`src/hw/rtl/ofc_pkg.sv`:
```
// Package: frame layout constants, result types and the CRC-32C byte step.
package ofc_pkg;

    localparam logic [31:0] CRC_POLY = 32'h82F6_3B78;
    localparam logic [31:0] CRC_INIT = 32'hFFFF_FFFF;

    // Magic bytes, byte 0 in bits 7:0.
    localparam logic [63:0] MAGIC_BYTES = 64'h314A_424F_4352_4144;

    localparam int HDR_START     = 8;
    localparam int HDR_TYPE      = 8;
    localparam int HDR_CODEC     = 9;
    localparam int UNCOMP_LSB    = 12;
    localparam int STORED_LSB    = 20;
    localparam int HCRC_START    = 28;
    localparam int HCRC_LAST     = 31;
    localparam int PAYLOAD_START = 32;
    localparam int MIN_FRAME_END = 35;
    localparam int TRAILER_LAST  = 3;
    localparam int TRAILER_LEN   = 4;

    typedef enum logic [1:0] {
        STATUS_OK      = 2'd0,
        STATUS_SHORT   = 2'd1,
        STATUS_HDR_BAD = 2'd2,
        STATUS_PAY_BAD = 2'd3
    } status_t;

    typedef struct packed {
        logic        is_report;
        logic [7:0]  payload_byte;
        logic [1:0]  status;
        logic [7:0]  obj_type;
        logic [7:0]  codec_id;
        logic [63:0] uncompressed_length;
        logic [63:0] stored_length;
        logic        last_result;
    } result_t;

    typedef struct packed {
        logic [1:0] count;
        result_t    first;
        result_t    second;
    } push_t;

    function automatic logic [31:0] crc32c_byte(input logic [31:0] crc,
                                                input logic [7:0]  data);
        logic [31:0] c;
        c = crc ^ {24'd0, data};
        for (int i = 0; i < 8; i++)
        begin
            c = c[0] ? ((c >> 1) ^ CRC_POLY) : (c >> 1);
        end
        return c;
    endfunction

endpackage

```
`src/hw/rtl/ofc_in_if.sv`:
```
// Interface: byte input channel with valid/ready handshake.
interface ofc_in_if;
    logic       valid;
    logic       ready;
    logic [7:0] data_byte;
    logic       end_of_buffer;

    modport source (output valid, data_byte, end_of_buffer, input ready);
    modport sink   (input valid, data_byte, end_of_buffer, output ready);
endinterface

```
`src/hw/rtl/ofc_out_if.sv`:
```
// Interface: result output channel with valid/ready handshake.
interface ofc_out_if;
    logic        valid;
    logic        ready;
    logic        is_report;
    logic [7:0]  payload_byte;
    logic [1:0]  status;
    logic [7:0]  obj_type;
    logic [7:0]  codec_id;
    logic [63:0] uncompressed_length;
    logic [63:0] stored_length;
    logic        last_result;

    modport source (output valid, is_report, payload_byte, status, obj_type, codec_id,
                    uncompressed_length, stored_length, last_result, input ready);
    modport sink   (input valid, is_report, payload_byte, status, obj_type, codec_id,
                    uncompressed_length, stored_length, last_result, output ready);
endinterface

```
`src/hw/rtl/ofc_frame_core.sv`:
```
// Frame parser: per-byte state update and generation of up to two results.
module ofc_frame_core
    import ofc_pkg::*;
(
    input  logic       clk,
    input  logic       rst_n,
    input  logic       advance,
    input  logic [7:0] data_byte,
    input  logic       end_of_buffer,
    output push_t      push
);

    logic [63:0] byte_count_reg, byte_count_next;
    logic        magic_good_reg, magic_good_next;
    logic [7:0]  obj_type_reg, obj_type_next;
    logic [7:0]  codec_id_reg, codec_id_next;
    logic [63:0] uncomp_len_reg, uncomp_len_next;
    logic [63:0] stored_len_reg, stored_len_next;
    logic [64:0] limit_reg, limit_next;
    logic [31:0] expected_crc_reg, expected_crc_next;
    logic [31:0] crc_accum_reg, crc_accum_next;
    logic        header_crc_good_reg, header_crc_good_next;
    logic        frame_reported_reg, frame_reported_next;
    logic [2:0]  trail_count_reg, trail_count_next;

    logic        below_body;
    logic [4:0]  low5;
    logic        in_magic, in_header, in_hcrc, in_body, body_open, in_payload, in_trailer;
    logic [31:0] expected_shift;
    logic [31:0] crc_step;
    logic        pay_valid;
    logic        rep_valid;
    status_t     rep_status;
    result_t     pay_res, rep_res;

    assign below_body     = (byte_count_reg[63:5] == '0);
    assign low5           = byte_count_reg[4:0];
    assign in_magic       = below_body && (low5 < 5'(HDR_START));
    assign in_header      = below_body && (low5 >= 5'(HDR_START)) && (low5 < 5'(HCRC_START));
    assign in_hcrc        = below_body && (low5 >= 5'(HCRC_START));
    assign in_body        = !below_body;
    assign body_open      = in_body && magic_good_reg && header_crc_good_reg;
    assign in_payload     = body_open && ({1'b0, byte_count_reg} < limit_reg);
    assign in_trailer     = body_open && !in_payload
                            && (trail_count_reg < 3'(TRAILER_LEN));
    assign expected_shift = {data_byte, expected_crc_reg[31:8]};
    assign crc_step       = crc32c_byte(crc_accum_reg, data_byte);

    always_comb
    begin
        byte_count_next      = byte_count_reg;
        magic_good_next      = magic_good_reg;
        obj_type_next        = obj_type_reg;
        codec_id_next        = codec_id_reg;
        uncomp_len_next      = uncomp_len_reg;
        stored_len_next      = stored_len_reg;
        limit_next           = limit_reg;
        expected_crc_next    = expected_crc_reg;
        crc_accum_next       = crc_accum_reg;
        header_crc_good_next = header_crc_good_reg;
        frame_reported_next  = frame_reported_reg;
        trail_count_next     = trail_count_reg;
        pay_valid            = 1'b0;
        rep_valid            = 1'b0;
        rep_status           = STATUS_SHORT;

        if (!frame_reported_reg)
        begin
            if (in_magic)
            begin
                if (data_byte != MAGIC_BYTES[8*low5[2:0] +: 8])
                begin
                    magic_good_next = 1'b0;
                end
            end
            else if (in_header)
            begin
                crc_accum_next = crc_step;
                if (low5 == 5'(HDR_TYPE))
                begin
                    obj_type_next = data_byte;
                end
                if (low5 == 5'(HDR_CODEC))
                begin
                    codec_id_next = data_byte;
                end
                for (int j = 0; j < 8; j++)
                begin
                    if (low5 == 5'(UNCOMP_LSB + j))
                    begin
                        uncomp_len_next[8*j +: 8] = data_byte;
                    end
                    if (low5 == 5'(STORED_LSB + j))
                    begin
                        stored_len_next[8*j +: 8] = data_byte;
                    end
                end
            end
            else if (in_hcrc)
            begin
                expected_crc_next = expected_shift;
                // stored length is complete here; precompute the payload end
                if (low5 == 5'(HCRC_START))
                begin
                    limit_next = {1'b0, stored_len_reg} + 65'(PAYLOAD_START);
                end
                if (low5 == 5'(HCRC_LAST))
                begin
                    header_crc_good_next = (~crc_accum_reg == expected_shift);
                    crc_accum_next       = CRC_INIT;
                end
            end
            else if (in_payload)
            begin
                crc_accum_next = crc_step;
                pay_valid      = 1'b1;
            end
            else if (in_trailer)
            begin
                expected_crc_next = expected_shift;
                trail_count_next  = trail_count_reg + 3'd1;
                if (trail_count_reg == 3'(TRAILER_LAST))
                begin
                    rep_valid  = 1'b1;
                    rep_status = (~crc_accum_reg == expected_shift) ? STATUS_OK
                                                                    : STATUS_PAY_BAD;
                end
            end

            if (!rep_valid && (byte_count_reg == 64'(MIN_FRAME_END)))
            begin
                if (!magic_good_reg)
                begin
                    rep_valid  = 1'b1;
                    rep_status = STATUS_SHORT;
                end
                else if (!header_crc_good_reg)
                begin
                    rep_valid  = 1'b1;
                    rep_status = STATUS_HDR_BAD;
                end
            end
            if (!rep_valid && end_of_buffer)
            begin
                rep_valid  = 1'b1;
                rep_status = STATUS_SHORT;
            end
            if (rep_valid)
            begin
                frame_reported_next = 1'b1;
            end
        end

        if (byte_count_reg != '1)
        begin
            byte_count_next = byte_count_reg + 64'd1;
        end

        // end of buffer: start over for the next buffer
        if (end_of_buffer)
        begin
            byte_count_next      = '0;
            magic_good_next      = 1'b1;
            obj_type_next        = '0;
            codec_id_next        = '0;
            uncomp_len_next      = '0;
            stored_len_next      = '0;
            limit_next           = '0;
            expected_crc_next    = '0;
            crc_accum_next       = CRC_INIT;
            header_crc_good_next = 1'b0;
            frame_reported_next  = 1'b0;
            trail_count_next     = '0;
        end
    end

    always_comb
    begin
        pay_res              = '0;
        pay_res.payload_byte = data_byte;
        pay_res.last_result  = !rep_valid;

        rep_res             = '0;
        rep_res.is_report   = 1'b1;
        rep_res.status      = rep_status;
        rep_res.last_result = 1'b1;
        if (rep_status != STATUS_SHORT)
        begin
            rep_res.obj_type            = obj_type_reg;
            rep_res.codec_id            = codec_id_reg;
            rep_res.uncompressed_length = uncomp_len_reg;
            rep_res.stored_length       = stored_len_reg;
        end

        push.count  = advance ? (2'(pay_valid) + 2'(rep_valid)) : 2'd0;
        push.first  = pay_valid ? pay_res : rep_res;
        push.second = rep_res;
    end

    always_ff @(posedge clk or negedge rst_n)
    begin
        if (!rst_n)
        begin
            byte_count_reg      <= '0;
            magic_good_reg      <= 1'b1;
            obj_type_reg        <= '0;
            codec_id_reg        <= '0;
            uncomp_len_reg      <= '0;
            stored_len_reg      <= '0;
            limit_reg           <= '0;
            expected_crc_reg    <= '0;
            crc_accum_reg       <= CRC_INIT;
            header_crc_good_reg <= 1'b0;
            frame_reported_reg  <= 1'b0;
            trail_count_reg     <= '0;
        end
        else if (advance)
        begin
            byte_count_reg      <= byte_count_next;
            magic_good_reg      <= magic_good_next;
            obj_type_reg        <= obj_type_next;
            codec_id_reg        <= codec_id_next;
            uncomp_len_reg      <= uncomp_len_next;
            stored_len_reg      <= stored_len_next;
            limit_reg           <= limit_next;
            expected_crc_reg    <= expected_crc_next;
            crc_accum_reg       <= crc_accum_next;
            header_crc_good_reg <= header_crc_good_next;
            frame_reported_reg  <= frame_reported_next;
            trail_count_reg     <= trail_count_next;
        end
    end

    a_pair_order: assert property (@(posedge clk) disable iff (!rst_n)
        (push.count == 2'd2) |-> (!push.first.is_report && push.second.is_report))
        else $error("two results must be payload then report");

    a_quiet_after_report: assert property (@(posedge clk) disable iff (!rst_n)
        (advance && frame_reported_reg) |-> (push.count == 2'd0))
        else $error("result produced after the frame report");

    a_fresh_buffer: assert property (@(posedge clk) disable iff (!rst_n)
        (byte_count_reg == '0) |-> (magic_good_reg && !frame_reported_reg
                                    && !header_crc_good_reg))
        else $error("buffer start without cleared state");

endmodule

```
`src/hw/rtl/ofc_result_fifo.sv`:
```
// Result queue: takes up to two results per cycle, drives one per output beat.
module ofc_result_fifo
    import ofc_pkg::*;
#(
    parameter int DEPTH = 4
)
(
    input  logic         clk,
    input  logic         rst_n,
    input  push_t        push,
    output logic         room,
    ofc_out_if.source    result
);

    localparam int PTR_W = (DEPTH > 1) ? $clog2(DEPTH) : 1;
    localparam int CNT_W = $clog2(DEPTH + 1);

    result_t            entry_reg [DEPTH];
    logic [PTR_W-1:0]   wr_ptr_reg, wr_ptr_next;
    logic [PTR_W-1:0]   rd_ptr_reg, rd_ptr_next;
    logic [CNT_W-1:0]   count_reg, count_next;
    logic [PTR_W-1:0]   wr_ptr_1;
    logic               pop;
    result_t            head;

    function automatic logic [PTR_W-1:0] ptr_inc(input logic [PTR_W-1:0] p);
        return (p == PTR_W'(DEPTH - 1)) ? '0 : p + PTR_W'(1);
    endfunction

    assign wr_ptr_1 = ptr_inc(wr_ptr_reg);
    assign pop      = result.valid && result.ready;
    assign room     = (count_reg <= CNT_W'(DEPTH - 2));

    always_comb
    begin
        wr_ptr_next = wr_ptr_reg;
        if (push.count == 2'd1)
        begin
            wr_ptr_next = wr_ptr_1;
        end
        else if (push.count == 2'd2)
        begin
            wr_ptr_next = ptr_inc(wr_ptr_1);
        end
        rd_ptr_next = pop ? ptr_inc(rd_ptr_reg) : rd_ptr_reg;
        count_next  = count_reg + CNT_W'(push.count) - CNT_W'(pop);
    end

    always_ff @(posedge clk)
    begin
        if (push.count != 2'd0)
        begin
            entry_reg[wr_ptr_reg] <= push.first;
        end
        if (push.count == 2'd2)
        begin
            entry_reg[wr_ptr_1] <= push.second;
        end
    end

    always_ff @(posedge clk or negedge rst_n)
    begin
        if (!rst_n)
        begin
            wr_ptr_reg <= '0;
            rd_ptr_reg <= '0;
            count_reg  <= '0;
        end
        else
        begin
            wr_ptr_reg <= wr_ptr_next;
            rd_ptr_reg <= rd_ptr_next;
            count_reg  <= count_next;
        end
    end

    assign head                       = entry_reg[rd_ptr_reg];
    assign result.valid               = (count_reg != '0);
    assign result.is_report           = head.is_report;
    assign result.payload_byte        = head.payload_byte;
    assign result.status              = head.status;
    assign result.obj_type            = head.obj_type;
    assign result.codec_id            = head.codec_id;
    assign result.uncompressed_length = head.uncompressed_length;
    assign result.stored_length       = head.stored_length;
    assign result.last_result         = head.last_result;

    a_count_bound: assert property (@(posedge clk) disable iff (!rst_n)
        count_reg <= CNT_W'(DEPTH))
        else $error("result queue overfilled");

    a_push_room: assert property (@(posedge clk) disable iff (!rst_n)
        (push.count != 2'd0) |-> room)
        else $error("results pushed without two free entries");

endmodule

```
`src/hw/rtl/object_frame_checker_unit.sv`:
```
// Top level: frame checker with input byte register, parser and result queue.
//
// The frame channel takes one buffer byte per beat, with end_of_buffer on
// the last byte. A frame is an 8-byte magic, a 20-byte header, a header
// CRC-32C word, stored_length payload bytes and a payload CRC-32C word.
// The result channel gives one beat per result: payload bytes pass through
// as they arrive (is_report 0), and one report per frame carries status and,
// unless the status is short, the header fields. A byte causes at most two
// results; last_result marks the last one of its byte.
// A byte accepted from the frame channel sits in the input register until
// the parser takes it, and its results are written to the queue, which
// offers them on the result channel.
// Throughput: one byte per cycle while the queue has room for two results;
// a byte that causes two results takes two output beats. The parser handles
// one byte per cycle; the CRC step is one byte wide.
// Reset clears the parser to the start of a buffer and empties the queue.
// When the receiver stalls, results wait in a FIFO_DEPTH-entry queue; the
// parser holds its byte once fewer than two entries are free, and the frame
// channel drops ready while that byte waits.
module object_frame_checker_unit
    import ofc_pkg::*;
#(
    parameter int FIFO_DEPTH = 4
)
(
    input  logic      clk,
    input  logic      rst_n,
    ofc_in_if.sink    frame,
    ofc_out_if.source result
);

    logic       stage_valid_reg, stage_valid_next;
    logic [7:0] stage_byte_reg;
    logic       stage_eob_reg;
    logic       room;
    logic       advance;
    logic       accept;
    push_t      push;

    assign advance     = stage_valid_reg && room;
    assign frame.ready = !stage_valid_reg || advance;
    assign accept      = frame.valid && frame.ready;

    always_comb
    begin
        if (accept)
        begin
            stage_valid_next = 1'b1;
        end
        else if (advance)
        begin
            stage_valid_next = 1'b0;
        end
        else
        begin
            stage_valid_next = stage_valid_reg;
        end
    end

    always_ff @(posedge clk or negedge rst_n)
    begin
        if (!rst_n)
        begin
            stage_valid_reg <= 1'b0;
        end
        else
        begin
            stage_valid_reg <= stage_valid_next;
        end
    end

    // hold the byte until the parser takes it
    always_ff @(posedge clk)
    begin
        if (accept)
        begin
            stage_byte_reg <= frame.data_byte;
            stage_eob_reg  <= frame.end_of_buffer;
        end
    end

    ofc_frame_core u_core (
        .clk           (clk),
        .rst_n         (rst_n),
        .advance       (advance),
        .data_byte     (stage_byte_reg),
        .end_of_buffer (stage_eob_reg),
        .push          (push)
    );

    ofc_result_fifo #(
        .DEPTH (FIFO_DEPTH)
    ) u_fifo (
        .clk    (clk),
        .rst_n  (rst_n),
        .push   (push),
        .room   (room),
        .result (result)
    );

endmodule

```
`src/flat_wrapper.sv`:
```
// flat-port wrapper written by rule: the top's interface ports become plain ports
module object_frame_checker_unit_flat import ofc_pkg::*;
#(
    parameter int FIFO_DEPTH = 4
)
  (clk, rst_n, frame_valid, frame_data_byte, frame_end_of_buffer, frame_ready, result_valid, result_is_report, result_payload_byte, result_status, result_obj_type, result_codec_id, result_uncompressed_length, result_stored_length, result_last_result, result_ready);
  ofc_in_if frame_i ();
  ofc_out_if result_i ();
  input  logic clk;
  input  logic rst_n;
  input wire logic [$bits(frame_i.valid)-1:0] frame_valid;
  input wire logic [$bits(frame_i.data_byte)-1:0] frame_data_byte;
  input wire logic [$bits(frame_i.end_of_buffer)-1:0] frame_end_of_buffer;
  output wire logic [$bits(frame_i.ready)-1:0] frame_ready;
  output wire logic [$bits(result_i.valid)-1:0] result_valid;
  output wire logic [$bits(result_i.is_report)-1:0] result_is_report;
  output wire logic [$bits(result_i.payload_byte)-1:0] result_payload_byte;
  output wire logic [$bits(result_i.status)-1:0] result_status;
  output wire logic [$bits(result_i.obj_type)-1:0] result_obj_type;
  output wire logic [$bits(result_i.codec_id)-1:0] result_codec_id;
  output wire logic [$bits(result_i.uncompressed_length)-1:0] result_uncompressed_length;
  output wire logic [$bits(result_i.stored_length)-1:0] result_stored_length;
  output wire logic [$bits(result_i.last_result)-1:0] result_last_result;
  input wire logic [$bits(result_i.ready)-1:0] result_ready;
  assign frame_i.valid = frame_valid;
  assign frame_i.data_byte = frame_data_byte;
  assign frame_i.end_of_buffer = frame_end_of_buffer;
  assign frame_ready = frame_i.ready;
  assign result_valid = result_i.valid;
  assign result_is_report = result_i.is_report;
  assign result_payload_byte = result_i.payload_byte;
  assign result_status = result_i.status;
  assign result_obj_type = result_i.obj_type;
  assign result_codec_id = result_i.codec_id;
  assign result_uncompressed_length = result_i.uncompressed_length;
  assign result_stored_length = result_i.stored_length;
  assign result_last_result = result_i.last_result;
  assign result_i.ready = result_ready;
  object_frame_checker_unit #(.FIFO_DEPTH(FIFO_DEPTH)) u_core (.clk(clk), .rst_n(rst_n), .frame(frame_i), .result(result_i));
endmodule
```
`config.mk`:
```
export PLATFORM = sky130hd
export DESIGN_NAME = object_frame_checker_unit_flat
export DESIGN_NICKNAME = d
export VERILOG_FILES = /design/src/hw/rtl/ofc_pkg.sv /design/src/hw/rtl/ofc_in_if.sv /design/src/hw/rtl/ofc_out_if.sv /design/src/hw/rtl/ofc_frame_core.sv /design/src/hw/rtl/ofc_result_fifo.sv /design/src/hw/rtl/object_frame_checker_unit.sv /design/src/flat_wrapper.sv
export SDC_FILE = /design/constraint.sdc
export NUM_CORES = 2
export LEC_CHECK = 0
export ABC_AREA = 1
export BUFFER_PORTS_ARGS = -buffer_cell sky130_fd_sc_hd__buf_2
export CORE_AREA = 2 2 369 371
export CTS_BUF_LIST = sky130_fd_sc_hd__clkbuf_8
export DETAILED_ROUTE_END_ITERATION = 10
export DIE_AREA = 0 0 371 373
export GPL_ROUTABILITY_DRIVEN = 0
export PLACE_DENSITY = 0.59
export SLEW_MARGIN = 5
export SYNTH_ARGS = -nofsm -noshare
export SYNTH_HDL_FRONTEND = slang
export SYNTH_HIERARCHICAL = 1
export SYNTH_SLANG_ARGS = --single-unit
```
`constraint.sdc`:
```
create_clock -name clk -period 31.8 [get_ports clk]
set_clock_uncertainty 0.05 [all_clocks]
set_input_delay 1.59 -clock clk [delete_from_list [all_inputs] [get_ports clk]]
set_output_delay 1.59 -clock clk [all_outputs]
set_load 0.01 [all_outputs]
```
== Yosys cells after proc, flatten, opt, wreduce, memory -nomap -nowiden ==
Memories as Yosys holds them, arrays and structs flattened.
Cells that the tools add are included.

* Logic and storage cells: 306
* Memories kept: 1
* Bits of input ports: 13
* Output and inout port bits: 158
* Bits in writable memories: 624
* Flip-flop bits (word level): 360

* Add/sub/neg operators: 9
* Multiplexer cells: 129
* Equal/unequal tests: 38
* Bitwise logic cells: 10
* Order comparisons: 7
* Reductions and logical operators: 79
* Shift-type cells: 1

{| class="wikitable"
|+ Memories
! memory !! words !! bits a word !! rd ports !! clocked after memory_dff !! write ports !! line !! RTL
|-
| u_core.u_fifo.entry_reg || 4 || 156 || 1 || 0 || 2 || ofc_result_fifo.sv:18 || <nowiki>result_t entry_reg [DEPTH];</nowiki>
|}

{| class="wikitable"
|+ Operators by type and width
! cell !! count
|-
| 32-bit 2-to-1 mux || 22
|-
| 64-bit 2-to-1 mux || 10
|-
| 65-bit 2-to-1 mux || 6
|-
| 8-bit 2-to-1 mux || 26
|-
| 156-bit 2-to-1 mux || 1
|-
| 144-bit 2-to-1 mux || 1
|-
| 16-bit NOT with 17-bit output || 8
|-
| 5-bit AND reduction || 19
|-
| 5-bit equality test (second input constant) || 14
|-
| 64-bit by 6-bit adder with 65-bit output (second input constant) || 1
|-
| 64-bit by 65-bit < comparator with 1-bit output || 1
|-
| 64-bit by 1-bit adder with 64-bit output (second input constant) || 1
|-
| 64-bit by 6-bit equality test with 1-bit output (second input constant) || 1
|-
| 64-bit != test (second input constant) || 1
|-
| 64-bit by 7-bit indexed part select with 8-bit output (first input constant) || 1
|-
| 59-bit logical NOT || 1
|-
| 2-bit nonzero test || 29
|-
| 1-bit 2-to-1 mux || 38
|-
| 2-bit 2-to-1 mux || 18
|-
| 32-bit equality test || 1
|-
| 32-bit NOT || 1
|-
| 32-bit by 8-bit bitwise XOR with 32-bit output || 1
|-
| 5-bit by 4-bit equality test with 1-bit output (second input constant) || 6
|-
| 3-bit 2-to-1 mux || 7
|-
| 27 further kinds || 58
|}

== Longest topological paths before layout ==
* Depth after elaboration: 28
* Depth in mapped cells: 28
* Mapped depth without buffers: 28

== Modules after synthesis ==
The synthesis kept the hierarchy.

{| class="wikitable"
|+ Modules (own cells, without submodules)
! module !! cells each !! area each (sq um) !! times used !! seq. area each (sq um)
|-
| ofc_result_fifo || 3277 || 30656.9 || 1 || 18913.1
|-
| ofc_frame_core || 3186 || 22315.2 || 1 || 8424.3
|-
| object_frame_checker_unit || 17 || 322.8 || 1 || 295.3
|}

== Worst setup path after synthesis ==
OpenSTA, ideal clock, no wires.

* Path type: register -> register
* Start: register u_core.u_core.byte_count_reg[58]
* End: memory u_core/u_fifo/entry_reg[0][0] in the netlist's numbering (enable)
* Data required time: 30.863 ns
* Stages on the path, launching flop included: 20
* Arrival time: 13.292 ns
* Period minus slack after synthesis: 14.229 ns
* Setup time: 0.887 ns
* Slack: 17.571 ns
* Buffers on the path: 0
* Cells stage by stage: dfrtp_1 > ha_1 > nand2_1 > inv_1 > o21ai_0 > a21oi_1 > nor2_1 > nand2_1 > a21oi_1 > nand2_1 > nand3_2 > nand2_1 > o21ai_0 > inv_1 > ha_1 > nand2_1 > inv_1 > inv_1 > ha_1 > o21ai_0

{| class="wikitable"
|+ RTL lines
! item !! line !! RTL
|-
| start: declaration || ofc_frame_core.sv:13 || <nowiki>logic [63:0] byte_count_reg, byte_count_next;</nowiki>
|-
| start signal: assignment || ofc_frame_core.sv:219 || <nowiki>byte_count_reg <= byte_count_next;</nowiki>
|-
| end: declaration || ofc_result_fifo.sv:18 ||
|}

==> flow_metrics.env <==
export IMPL_status="completed"
export IMPL_cpPeakStageDelay_ps=790
export IMPL_dieArea_um2=138000
export IMPL_pwr_share_comb=0.382
export IMPL_switchingPower_w=0.00199
export IMPL_drt_vias_per_instance=5.32
export IMPL_synth_distinct_cells=56
export IMPL_tightest_slew_ps=1230
export IMPL_cp_slowest_cell="buf_4"
export IMPL_post_route_period_util=0.235
export IMPL_r2r_start="u_core/u_core/byte_count_reg[4]"
export IMPL_wl_per_cell_um=19.5
export IMPL_drtIter0Drc=4319
export IMPL_grt_antenna_before_repair=2
export IMPL_cts_buffer_depth=3
export IMPL_sw_frac_of_total=0.417
export IMPL_path_buf_inv=6
export IMPL_place_area_um2=55200
export IMPL_yosysWarnings=6
export IMPL_worstSetupPathType="flop to flop"
export IMPL_rsz0062_at_grt="false"
export IMPL_yosys_area_top_type_share=0.357
export IMPL_die_w_um=371
export IMPL_netlist_instances=6480
export IMPL_power_frac_seq=0.376
export IMPL_finalSetupTns_ps=0
export IMPL_hold_start="u_core/u_core/crc_accum_reg[25]"
export IMPL_min_path_type="flop to flop"
export IMPL_synth_most_common_cell="nand2_1"
export IMPL_cap_violations=0
export IMPL_ys_flop_type="edfxtp_1"
export IMPL_worstPathArrival_ps=7930
export IMPL_clockPowerShare=0.241
export IMPL_dieHeight_um=373
export IMPL_synth_area_um2=53300
export IMPL_track_usage=0.234
export IMPL_cp_start_kind="flop"
export IMPL_synth_seq_cells=976
export IMPL_startpoint="u_core/u_core/byte_count_reg[4]"
export IMPL_initial_core_util=0.396
export IMPL_hold_viol=0
export IMPL_final_max_slew_viol_count=0
export IMPL_fmax_ghz=0.134
export IMPL_postCtsSetupBuffers=0
export IMPL_dp_hpwl_um=104000
export IMPL_tritoncts="yes"
export IMPL_power_density_nw_per_um2=81.4
export IMPL_pin_count=171
export IMPL_async_reset_ff_frac=0.351
export IMPL_required_ps=32260
export IMPL_port_buffers=170
export IMPL_cp_end_kind="flop"
export IMPL_design_area_um2=58600
export IMPL_antenna_left=0
export IMPL_fp_coreArea_um2=135000
export IMPL_area_delta_synth_final_pct=9.95
export IMPL_grt_max_degree=195
export IMPL_cts_max_level=4
export IMPL_grt_pass1_wl_um=252000
export IMPL_intPower_w=0.00278
export IMPL_rows=135
export IMPL_wl_um=164000
export IMPL_post_synth_top_area_cell="edfxtp_1"
export IMPL_crit_fanout=122
export IMPL_syn_area_per_cell_um2=8.22
export IMPL_layout_drive_gt1_share=0.0861
export IMPL_path_common_cell="nand2_1"
export IMPL_ir_drop_uv=82.3
export IMPL_clk_latency_ps=910
export IMPL_clkTransAtPathRegs_ps=60
export IMPL_largest_reg_flops=624
export IMPL_hold_buffers=0
export IMPL_finalNetCount=6626
export IMPL_ys_seq_area_frac=0.518
export IMPL_synth_edf_count=633
export IMPL_overflow=0
export IMPL_dr_total_vias=45000
export IMPL_drc=0
export IMPL_cts_resized_gates=0
export IMPL_synth_common_cells="1355 x nand2_1, 1174 x o21ai_0, 1021 x nor2_1"
export IMPL_grt_pass1_vias=41900
export IMPL_max_slew_margin=0.178
export IMPL_drt_pass1_iter_count=6
export IMPL_clock_sinks=976
export IMPL_synth_area_top_cells="edfxtp_1 36%, dfrtp_1 15%, o21ai_0 11%, nand2_1 9.5%, nor2_1 7.2%"
export IMPL_crit_family="buffers and inverters"
export IMPL_setup_viol=0
export IMPL_layout_min_cycle_time_ps=7470
export IMPL_cts_root_buffer="clkbuf_8"
export IMPL_cellLeakagePower_nw=21.3
export IMPL_cts_buffers=172
## cell usage in the layout, fill, tap and decap left out, drive strengths merged, types with 41 or more instances in the layout
master  netlist  layout
a21oi        63      63
buf         210     231
clkbuf      160     200
clkinv        3      41
dfrtp       310     310
edfxtp      633     633
ha           89      89
inv         582     657
nand2      1366    1366
nand3       117     117
nand4       100     100
nor2       1034    1034
nor3         85      85
nor4         43      43
o21ai      1374    1374
o31ai        53      53
xor2        116     116
## power groups by stage
stage          registers [W]  clock network [W]  logic (W)
2_1_floorplan        0.00181                  0    0.00121
3_3_place_gp         0.00181                  0    0.00181
3_5_place_dp         0.00181                  0    0.00183
4_1_cts              0.00179            0.00118    0.00184
5_1_grt              0.00182            0.00123    0.00202
6_report             0.00180            0.00115    0.00182
## kinds of logic (layout without fill, tap and decap cells)
kind of cell / count (synthesis) / in the layout / share of synthesized area
adder cells (fa/ha/maj): 90 / 90 / 0.0213
AO/OA/AOI/OAI: 1538 / 1538 / 0.150
buffers and inverters: 955 / 1133 / 0.0758
other: 2 / 13 / 0.000141
XOR/XNOR: 149 / 149 / 0.0249
AND/OR/NAND/NOR: 2770 / 2770 / 0.210
flip-flops: 976 / 976 / 0.518
## final timing paths
kind / endpoint / slack [ps] / depth (start not counted)
worst max register to register: u_core/u_fifo/entry_reg[1][54] / 24330 / 25
min in group asynchronous: u_core/u_core/limit_reg[60] / 720 / 1
worst min register to register: u_core/u_core/crc_accum_reg[25] / 430 / 2
max in group asynchronous: u_core/u_core/codec_id_reg[4] / 28820 / 3
worst max-delay path: u_core/u_fifo/entry_reg[1][54] / 24330 / 25
worst min-delay path: u_core/u_core/crc_accum_reg[25] / 430 / 2
## routing by layer
metal,up-vias,track usage,part of all wire
li1,21700,-,-
met1,21300,0.322,0.44
met2,1650,0.376,0.47
met3,299,0.0362,0.066
met4,0,0.0795,0.030
met5,-,0,0
## cell type report
| type | count | area (µm²) |
|---|---|---|
| fillers | 13200 | 76000 |
| clock inverters | 117 | 637 |
| well taps | 1781 | 2230 |
| diodes | 3 | 7.51 |
| inverters | 585 | 2210 |
| clock buffers | 200 | 2750 |
| flip-flops and latches | 976 | 27600 |
| repair buffers | 231 | 1340 |
| multi-input cells | 4557 | 21800 |
## worst min-delay path: cells and delay by family, from the launching register on
family        cells  cell delay (ps)
flops             1              370
simple gates      2              110
## stage by stage
stage,utilization,power [W],hold WS [ps],cells,setup WS [ps]
after global placement,0.410,0.00362,417,8130,24390
after global routing,0.435,0.00508,446,8449,23830
after floorplan,-,0.00302,396,6488,17570
after CTS,0.435,0.00481,433,8447,24260
final,0.435,0.00477,433,8450,24330
after detailed placement,0.410,0.00364,422,8130,24320
(Power assumes the default switching activity.)
